## src/hw/rtl/shs_pkg.sv

```systemverilog
`default_nettype none
// ----------------------------------------------------------------------------
// shs_pkg
// Types and constants for the SHA-256 stream hasher.
// ----------------------------------------------------------------------------
package shs_pkg;

  typedef struct packed {
    logic [7:0] data_byte;
    logic       byte_valid;
    logic       end_of_message;
  } shs_in_t;

  typedef struct packed {
    logic [2:0]  word_index;
    logic [31:0] digest_word;
    logic        last_word;
  } shs_out_t;

  localparam int unsigned BLOCK_BYTES = 64;
  localparam int unsigned NUM_ROUNDS  = 64;
  localparam int unsigned NUM_WORDS   = 8;
  localparam int unsigned COUNT_W     = 61;
  localparam int unsigned LEN_W       = 64;

  localparam logic [7:0] PAD_BYTE = 8'h80;
  localparam logic [5:0] LEN_POS  = 6'd56;

  localparam logic [31:0] INIT_HASH [NUM_WORDS] = '{
    32'h6a09e667, 32'hbb67ae85, 32'h3c6ef372, 32'ha54ff53a,
    32'h510e527f, 32'h9b05688c, 32'h1f83d9ab, 32'h5be0cd19
  };

  localparam logic [31:0] ROUND_K [NUM_ROUNDS] = '{
    32'h428a2f98, 32'h71374491, 32'hb5c0fbcf, 32'he9b5dba5,
    32'h3956c25b, 32'h59f111f1, 32'h923f82a4, 32'hab1c5ed5,
    32'hd807aa98, 32'h12835b01, 32'h243185be, 32'h550c7dc3,
    32'h72be5d74, 32'h80deb1fe, 32'h9bdc06a7, 32'hc19bf174,
    32'he49b69c1, 32'hefbe4786, 32'h0fc19dc6, 32'h240ca1cc,
    32'h2de92c6f, 32'h4a7484aa, 32'h5cb0a9dc, 32'h76f988da,
    32'h983e5152, 32'ha831c66d, 32'hb00327c8, 32'hbf597fc7,
    32'hc6e00bf3, 32'hd5a79147, 32'h06ca6351, 32'h14292967,
    32'h27b70a85, 32'h2e1b2138, 32'h4d2c6dfc, 32'h53380d13,
    32'h650a7354, 32'h766a0abb, 32'h81c2c92e, 32'h92722c85,
    32'ha2bfe8a1, 32'ha81a664b, 32'hc24b8b70, 32'hc76c51a3,
    32'hd192e819, 32'hd6990624, 32'hf40e3585, 32'h106aa070,
    32'h19a4c116, 32'h1e376c08, 32'h2748774c, 32'h34b0bcb5,
    32'h391c0cb3, 32'h4ed8aa4a, 32'h5b9cca4f, 32'h682e6ff3,
    32'h748f82ee, 32'h78a5636f, 32'h84c87814, 32'h8cc70208,
    32'h90befffa, 32'ha4506ceb, 32'hbef9a3f7, 32'hc67178f2
  };

endpackage
`default_nettype wire

```

## src/hw/rtl/sha256_stream_hasher.sv

```systemverilog
`default_nettype none
// ----------------------------------------------------------------------------
// sha256_stream_hasher
// Byte-wide SHA-256 with in-line padding and eight-word digest output.
// ----------------------------------------------------------------------------
// A byte is taken while idle; the 64th byte of a block starts compression, 64 rounds
// on one round unit followed by the chaining add, and the input stalls until it ends.
// End of message: padding bytes fill the block, and a second block follows when
// the length spills over, each block being compressed in turn,
// then eight digest words at one per cycle when not stalled.
// Synchronous reset loads the initial hash values and clears the byte count.
// ----------------------------------------------------------------------------
module sha256_stream_hasher
  import shs_pkg::*;
(
  input  wire logic     clk,
  input  wire logic     rst,
  input  wire logic     item_valid,
  output logic          item_stall,
  input  wire shs_in_t  item,
  output logic          digest_valid,
  input  wire logic     digest_stall,
  output shs_out_t      digest
);

  localparam logic [2:0] ST_IDLE = 3'd0;
  localparam logic [2:0] ST_PAD  = 3'd1;
  localparam logic [2:0] ST_COMP = 3'd2;
  localparam logic [2:0] ST_FIN  = 3'd3;
  localparam logic [2:0] ST_OUT  = 3'd4;

  logic [2:0]         state;
  logic [2:0]         ret_state;
  logic [COUNT_W-1:0] byte_count;
  logic [COUNT_W-1:0] count_next;
  logic [LEN_W-1:0]   bit_len;
  logic [5:0]         pad_pos;
  logic               pad_first;
  logic               two_block;
  logic [5:0]         round;
  logic [2:0]         word_index;
  logic [511:0]       blk;
  logic [31:0]        chain [NUM_WORDS];
  logic [31:0]        va, vb, vc, vd, ve, vf, vg, vh;

  logic        item_take;
  logic        digest_take;
  logic        len_phase;
  logic [7:0]  pad_byte;
  logic [31:0] w0, w1, w9, w14, w_new;
  logic [31:0] t1, t2;

  function automatic logic [31:0] rotr(input logic [31:0] x, input int unsigned n);
    rotr = (x >> n) | (x << (32 - n));
  endfunction

  assign item_take   = item_valid && !item_stall;
  assign digest_take = digest_valid && !digest_stall;
  assign item_stall  = (state != ST_IDLE);
  assign count_next  = byte_count + COUNT_W'(item.byte_valid);

  assign len_phase = (pad_pos >= LEN_POS) && !pad_first && !two_block;
  assign pad_byte  = pad_first ? PAD_BYTE : (len_phase ? bit_len[LEN_W-1 -: 8] : 8'h00);

  assign w0    = blk[511 -: 32];
  assign w1    = blk[479 -: 32];
  assign w9    = blk[223 -: 32];
  assign w14   = blk[63 -: 32];
  assign w_new = (rotr(w14, 17) ^ rotr(w14, 19) ^ (w14 >> 10)) + w9
               + (rotr(w1, 7) ^ rotr(w1, 18) ^ (w1 >> 3)) + w0;

  assign t1 = vh + (rotr(ve, 6) ^ rotr(ve, 11) ^ rotr(ve, 25))
            + ((ve & vf) ^ (~ve & vg)) + ROUND_K[round] + w0;
  assign t2 = (rotr(va, 2) ^ rotr(va, 13) ^ rotr(va, 22))
            + ((va & vb) ^ (va & vc) ^ (vb & vc));

  assign digest_valid       = (state == ST_OUT);
  assign digest.word_index  = word_index;
  assign digest.digest_word = chain[word_index];
  assign digest.last_word   = (word_index == 3'(NUM_WORDS - 1));

  always_ff @(posedge clk) begin
    if (rst) begin
      state      <= ST_IDLE;
      ret_state  <= ST_IDLE;
      byte_count <= '0;
      pad_first  <= 1'b0;
      two_block  <= 1'b0;
      round      <= '0;
      word_index <= '0;
      for (int i = 0; i < NUM_WORDS; i++) chain[i] <= INIT_HASH[i];
    end else begin
      unique case (state)
        ST_IDLE: begin
          if (item_take) begin
            if (item.byte_valid) begin
              blk        <= {blk[503:0], item.data_byte};
              byte_count <= count_next;
            end
            if (item.end_of_message) begin
              bit_len   <= {count_next, 3'b000};
              pad_pos   <= count_next[5:0];
              pad_first <= 1'b1;
              two_block <= (count_next[5:0] >= LEN_POS);
            end
            if (item.byte_valid && count_next[5:0] == 6'd0) begin
              {va, vb, vc, vd} <= {chain[0], chain[1], chain[2], chain[3]};
              {ve, vf, vg, vh} <= {chain[4], chain[5], chain[6], chain[7]};
              round     <= '0;
              state     <= ST_COMP;
              ret_state <= item.end_of_message ? ST_PAD : ST_IDLE;
            end else if (item.end_of_message) begin
              state <= ST_PAD;
            end
          end
        end
        ST_PAD: begin
          blk       <= {blk[503:0], pad_byte};
          pad_first <= 1'b0;
          pad_pos   <= pad_pos + 6'd1;
          if (len_phase) bit_len <= {bit_len[LEN_W-9:0], 8'h00};
          if (pad_pos == 6'd63) begin
            {va, vb, vc, vd} <= {chain[0], chain[1], chain[2], chain[3]};
            {ve, vf, vg, vh} <= {chain[4], chain[5], chain[6], chain[7]};
            round     <= '0;
            state     <= ST_COMP;
            ret_state <= two_block ? ST_PAD : ST_OUT;
            two_block <= 1'b0;
          end
        end
        ST_COMP: begin
          blk <= {blk[479:0], w_new};
          vh  <= vg;
          vg  <= vf;
          vf  <= ve;
          ve  <= vd + t1;
          vd  <= vc;
          vc  <= vb;
          vb  <= va;
          va  <= t1 + t2;
          round <= round + 6'd1;
          if (round == 6'(NUM_ROUNDS - 1)) state <= ST_FIN;
        end
        ST_FIN: begin
          chain[0]   <= chain[0] + va;
          chain[1]   <= chain[1] + vb;
          chain[2]   <= chain[2] + vc;
          chain[3]   <= chain[3] + vd;
          chain[4]   <= chain[4] + ve;
          chain[5]   <= chain[5] + vf;
          chain[6]   <= chain[6] + vg;
          chain[7]   <= chain[7] + vh;
          word_index <= '0;
          state      <= ret_state;
        end
        ST_OUT: begin
          if (digest_take) begin
            word_index <= word_index + 3'd1;
            if (word_index == 3'(NUM_WORDS - 1)) begin
              for (int i = 0; i < NUM_WORDS; i++) chain[i] <= INIT_HASH[i];
              byte_count <= '0;
              state      <= ST_IDLE;
            end
          end
        end
        default: state <= ST_IDLE;
      endcase
    end
  end

  a_out_blocks_in: assert property (@(posedge clk) disable iff (rst)
    digest_valid |-> item_stall)
    else $error("input taken while digest pending");

  a_clear_after_last: assert property (@(posedge clk) disable iff (rst)
    (digest_take && digest.last_word) |=> (byte_count == '0 && !digest_valid))
    else $error("state not restored after last digest word");

  a_rounds_end: assert property (@(posedge clk) disable iff (rst)
    (state == ST_COMP && round == 6'(NUM_ROUNDS - 1)) |=> (state == ST_FIN))
    else $error("compression did not end after last round");

  a_word_order: assert property (@(posedge clk) disable iff (rst)
    (digest_take && !digest.last_word) |=> (digest_valid && word_index == $past(word_index) + 3'd1))
    else $error("digest words out of order");

endmodule
`default_nettype wire

```

## config.mk

```make
export PLATFORM = sky130hd
export DESIGN_NAME = sha256_stream_hasher
export DESIGN_NICKNAME = d
export VERILOG_FILES = /design/src/hw/rtl/shs_pkg.sv /design/src/hw/rtl/sha256_stream_hasher.sv
export SDC_FILE = /design/constraint.sdc
export NUM_CORES = 2
export LEC_CHECK = 0
export BUFFER_PORTS_ARGS = -buffer_cell sky130_fd_sc_hd__clkbuf_2
export CAP_MARGIN = 10
export CELL_PAD_IN_SITES_DETAIL_PLACEMENT = 0
export CELL_PAD_IN_SITES_GLOBAL_PLACEMENT = 1
export CORE_MARGIN = 4
export CORE_UTILIZATION = 46
export DETAILED_ROUTE_END_ITERATION = 12
export HOLD_SLACK_MARGIN = 0.03
export PLACE_DENSITY_LB_ADDON = 0.1
export SKIP_CTS_REPAIR_TIMING = 1
export SYNTH_ARGS = -nofsm -noshare
export SYNTH_HDL_FRONTEND = slang
export SYNTH_SLANG_ARGS = --single-unit
```

## constraint.sdc

```tcl
create_clock -name clk -period 28.3 [get_ports clk]
set_clock_uncertainty 0.05 [all_clocks]
set_input_delay 4.245 -clock clk [delete_from_list [all_inputs] [get_ports clk]]
set_output_delay 4.245 -clock clk [all_outputs]
set_load 0.02 [all_outputs]
```

* Word-level counts from Yosys, hierarchy flattened
Memories as Yosys holds them, arrays and structs flattened. A register that Yosys moved wholly into a read port is not among the register bits.
Cells that the tools add are included.
** Operators by class
- Multiply operators :: 0
- Bitwise gates (word level) :: 45
- Reduce and logical (&&, ||, !) cells :: 27
- Order comparisons :: 3
- $add $sub $neg :: 22
- Eq/ne operators :: 17
- Div/mod/pow operators :: 0
- Multiplexer cells :: 106
- Shift operators :: 0
** Operators by type and width (number)
- 512-bit one-hot mux with 3 select lines :: 1
- 32-bit two-way mux :: 42
- 512-bit two-way mux :: 2
- 32-bit one-hot mux with 3 select lines :: 8
- 32-bit adder :: 18
- 32-bit bitwise XOR :: 9
- 61-bit two-way mux :: 4
- 64-bit two-way mux :: 3
- 32-bit bitwise AND :: 5
- 64-bit one-hot mux with 2 select lines :: 1
- 61-bit one-hot mux with 2 select lines :: 1
- 61-bit by 1-bit adder with 61-bit output :: 1
- 3-bit two-way mux :: 14
- 32-bit inverter :: 1
- 10-bit by 32-bit bitwise OR with 32-bit output :: 1
- 13-bit by 32-bit bitwise OR with 32-bit output :: 1
- 14-bit by 32-bit bitwise OR with 32-bit output :: 1
- 15-bit by 32-bit bitwise OR with 32-bit output :: 1
- 19-bit by 32-bit bitwise OR with 32-bit output :: 1
- 21-bit by 32-bit bitwise OR with 32-bit output :: 1
- 25-bit by 32-bit bitwise OR with 32-bit output :: 1
- 26-bit by 32-bit bitwise OR with 32-bit output :: 1
- 30-bit by 32-bit bitwise OR with 32-bit output :: 1
- 7-bit by 32-bit bitwise OR with 32-bit output :: 1
- 35 further kinds :: 100
** Storage, ports and cells
- Memory bits (writable) :: 256
- Output and inout bits :: 38
- Latch bits :: 0
- Memories kept :: 2
- ROM bits :: 2048
- Register bits :: 916
- Logic and storage cells :: 240
- Input port bits :: 14
** Memories
- (name not given) :: depth 64, bits a word 32, rd ports 1, clocked after memory_dff 0, write ports 0, RTL line sha256_stream_hasher.sv:73 : + ((ve & vf) ^ (~ve & vg)) + ROUND_K[round] + w0;
- chain :: depth 8, bits a word 32, rd ports 9, clocked after memory_dff 1, write ports 8, RTL line sha256_stream_hasher.sv:43 : logic [31:0] chain [NUM_WORDS];

* Depth between registers and ports, before layout
- Depth after elaboration :: 9
- Depth in mapped cells :: 37
- Mapped depth without buffers :: 35

* Least setup slack after synthesis
No wires, ideal clock.
- Path kind :: input to register
- Start point :: in rst
- End point :: reg blk[0] (enable)
- Data required time :: 26692 ps
- Library setup time :: 1558 ps
- Setup slack :: -2421 ps
- Stages :: 4
- Buffers on the path :: 1
- Arrival time :: 29113 ps
- Cells stage by stage :: clkbuf_1 nor2_1 nand2_1 a21oi_1
** On the way
- Longest elaborated chain between the ends :: 2
** RTL lines
- start, declared :: RTL line sha256_stream_hasher.sv:17 : input wire logic rst,
- 1-bit inverter (no source line)
- 4-bit AND reduction (no source line)
- end signal, assigned :: RTL line sha256_stream_hasher.sv:97 : blk <= {blk[503:0], item.data_byte};
- end signal, assigned :: RTL line sha256_stream_hasher.sv:118 : blk <= {blk[503:0], pad_byte};
- end signal, assigned :: RTL line sha256_stream_hasher.sv:132 : blk <= {blk[479:0], w_new};
- end, declared :: RTL line sha256_stream_hasher.sv:42 : logic [511:0] blk;
No other way between the ends.
A chain may end at the register's enable or synchronous reset.

* Worst setup path after layout
- Start point :: reg round[0]
- End point :: reg va[31] (data pin)
** On the way
- Longest elaborated chain between the ends :: 8
** RTL lines
- start, declared :: RTL line sha256_stream_hasher.sv:40 : logic [5:0] round;
- start signal, assigned :: RTL line sha256_stream_hasher.sv:141 : round <= round + 6'd1;
- 6-bit inverter with 7-bit output (implied by the code) :: RTL line sha256_stream_hasher.sv:73
- memory 64 x 32 bit
- 32-bit two-way mux (implied by the code) (2 in a row) :: RTL line sha256_stream_hasher.sv:73
- 32-bit adder (2 in a row) :: RTL line sha256_stream_hasher.sv:73
- 32-bit adder :: RTL line sha256_stream_hasher.sv:140 : va <= t1 + t2;
- 32-bit one-hot mux with 3 select lines :: RTL line sha256_stream_hasher.sv:93 : unique case (state)
- end signal, assigned :: RTL line sha256_stream_hasher.sv:107 : {va, vb, vc, vd} <= {chain[0], chain[1], chain[2], chain[3]};
- end signal, assigned :: RTL line sha256_stream_hasher.sv:123 : {va, vb, vc, vd} <= {chain[0], chain[1], chain[2], chain[3]};
- end signal, assigned :: RTL line sha256_stream_hasher.sv:140
- end, declared :: RTL line sha256_stream_hasher.sv:44 : logic [31:0] va, vb, vc, vd, ve, vf, vg, vh;
No other way between the ends. The select of a mux whose other input is x is not followed.

==> impl_metrics.json <==
{
  "cts_inserted_buffers": 142,
  "vias": 62100,
  "fmax_mhz": 96.9,
  "crit_top_cell": "a21oi_1",
  "gr-usage-all-layers_pct": 28.9,
  "core_area_mm2": 0.169,
  "root_buffer": "clkbuf_16",
  "layout-drive-gt1-share_pct": 6.49,
  "drtIter0Drc": 6563,
  "crit_type": "reg -> reg",
  "netlist_instances": 8617,
  "post_dp_cell_area_mm2": 0.0805,
  "drc": 0,
  "synth_top_area_share_pct": 36.9,
  "dr.pass1.iters": 10,
  "die_h_um": 421,
  "grt.overflow.total": 0,
  "period_share_pct": 36.5,
  "ys_types": 101,
  "netlist.top_cell.by_area": "edfxtp_1",
  "wirelength_um": 259000,
  "slew_headroom_pct": 19.6,
  "cts.sinks": 1171,
  "finalInstanceArea_mm2": 0.0851,
  "io_buffers": 51,
  "grt_max_degree": 209,
  "fp.dieW_um": 421,
  "worst-path-buf-inv": 4,
  "slew_violations": 0,
  "gp_congestion": 0.974,
  "worst-r2r-cell-count": 34,
  "endpoint_kind": "flip-flop",
  "io-pin-count": 52,
  "max_stage_delay_ns": 1.02,
  "area_growth_pct": 8.54,
  "clock_latency_ns": 0.80,
  "cp.arrival_ns": 10.78,
  "min_period_ns": 10.32,
  "worstMarginPinSlew_ns": 1.21,
  "vias_per_cell": 5.76,
  "htreeDepth": 4,
  "start_util_pct": 46.2,
  "start_kind": "flip-flop",
  "avgRoutedWirePerCell_um": 24.0,
  "grt_pass1_wl_um": 385000,
  "crit_fanout": 31,
  "antenna_found_initial": 6,
  "synth_common_cells": "nand2_1 (2401), edfxtp_1 (963), o21ai_0 (555)",
  "grt_pass1_vias": 58200,
  "dieArea_mm2": 0.177,
  "synth-edff-count": 963,
  "hp-class": "reg -> reg",
  "critPathSlowestCell": "nor2_1",
  "setup_tns_ns": 0,
  "final_hold_viol_count": 0,
  "row_count": 151,
  "cts_tree": "done",
  "dp.final_hpwl_um": 189000,
  "yosysWarnings": 0,
  "cap_violations": 0,
  "path_depth": 34,
  "grt_setup_unrepaired": "no",
  "setup_viol": 0,
  "synth-main-ff-cell": "edfxtp_1",
  "ys_ff_latch": 1171,
  "clockBufferDepth": 3,
  "async_reset_ff_share_pct": 0,
  "synthesis.nets": 9231,
  "status": "completed",
  "synth_area_leaders": "edfxtp_1 (37%), nand2_1 (11%), ha_1 (6.5%)",
  "path_clk_slew_ns": 0.06,
  "hold-path-cell-count": 2,
  "ant_nets": 0,
  "synth-seq-area-share_pct": 42.2,
  "synth.most_common_cell": "nand2_1",
  "avgSynthCellArea_um2": 9.09,
  "synth_area_mm2": 0.0784,
  "finalNetCount": 9051,
  "path_delay_family": "compound AO/OA/AOI/OAI gates",
  "critPathRequiredTime_ns": 28.76
}
placed cells by master, fill, tap and decap left out, types with 49 or more instances in the layout:
cell type	Yosys	layout
a211oi_1	51	51
a21o_1	171	170
a21oi_1	444	442
a31oi_1	52	52
and3_1	53	53
buf_4	0	87
clkbuf_16	0	144
clkbuf_2	1	50
dfxtp_1	208	201
edfxtp_1	963	963
fa_1	195	195
ha_1	405	405
inv_1	472	471
mux2_2	62	62
mux4_2	75	75
nand2_1	2401	2398
nand2b_1	60	60
nand3_1	105	105
nor2_1	439	434
nor3_1	125	125
o21a_1	58	58
o21ai_0	555	555
o21bai_1	49	49
xnor2_1	360	360
xor2_1	250	250
metal layers:
metal / part of all wire (%) / vias up / global-route usage [%]
li1: - / 29300 / -
met1: 49 / 30300 / 45.3
met2: 41 / 2114 / 41.2
met3: 7.8 / 338 / 5.16
met4: 2.4 / 4 / 6.98
met5: 0.012 / - / 0
logic make-up after synthesis:
| group | Yosys count | share of synthesized area, % |
|---|---|---|
| multiplexers | 160 | 3.34 |
| AND/OR/NAND/NOR | 3428 | 18.2 |
| adder cells (fa/ha/maj) | 612 | 11.6 |
| buffers and inverters | 938 | 4.52 |
| XOR/XNOR | 612 | 6.87 |
| flip-flops | 1171 | 42.2 |
| AO/OA/AOI/OAI | 1696 | 13.2 |
final timing paths:
path	start	end	slack, ns
hold / removal	pad_first$_SDFFE_PP0P_	pad_first$_SDFFE_PP0P_	0.43
hold reg to reg	pad_first$_SDFFE_PP0P_	pad_first$_SDFFE_PP0P_	0.43
setup / recovery	round[0]$_SDFFE_PP0P_	va[31]$_DFFE_PP_	17.98
setup reg to reg	round[0]$_SDFFE_PP0P_	va[31]$_DFFE_PP_	17.98
flip-flops by register name, summed over array words and instances (netlist names), 61 cells and up, named ones only:
signal,cells
blk,512
bit_len,61
chain,256
byte_count,61
worst min-delay path, cell delays in order, from the launching register on:
cell	delay, ns
dfxtp_1	0.32
inv_1	0.05
a211oi_1	0.05
cell type report:
class / count / area [um^2]
diodes: 2 / 5.00
clock buffers: 189 / 3850
clock inverters: 70 / 757
fillers: 16100 / 84400
inverters: 475 / 1790
multi-input cells: 6508 / 41800
flip-flops and latches: 1171 / 33100
well taps: 2218 / 2780
repair buffers: 139 / 943
metrics by stage:
step | hold WS [ns] | std cells | setup slack, ns | util, %
6_report | 0.429 | 10800 | 17.98 | 50.2
5_1_grt | 0.453 | 10800 | 17.56 | 50.2
4_1_cts | 0.433 | 10800 | 18.31 | 50.2
3_5_place_dp | 0.425 | 10500 | 18.36 | 47.5
3_3_place_gp | 0.418 | 10500 | 18.45 | 47.5
2_1_floorplan | 0.397 | 8617 | 9.21 | -
Power is not shown: default switching activity piles up to over one toggle a cycle in this logic, so the estimate is an artifact.
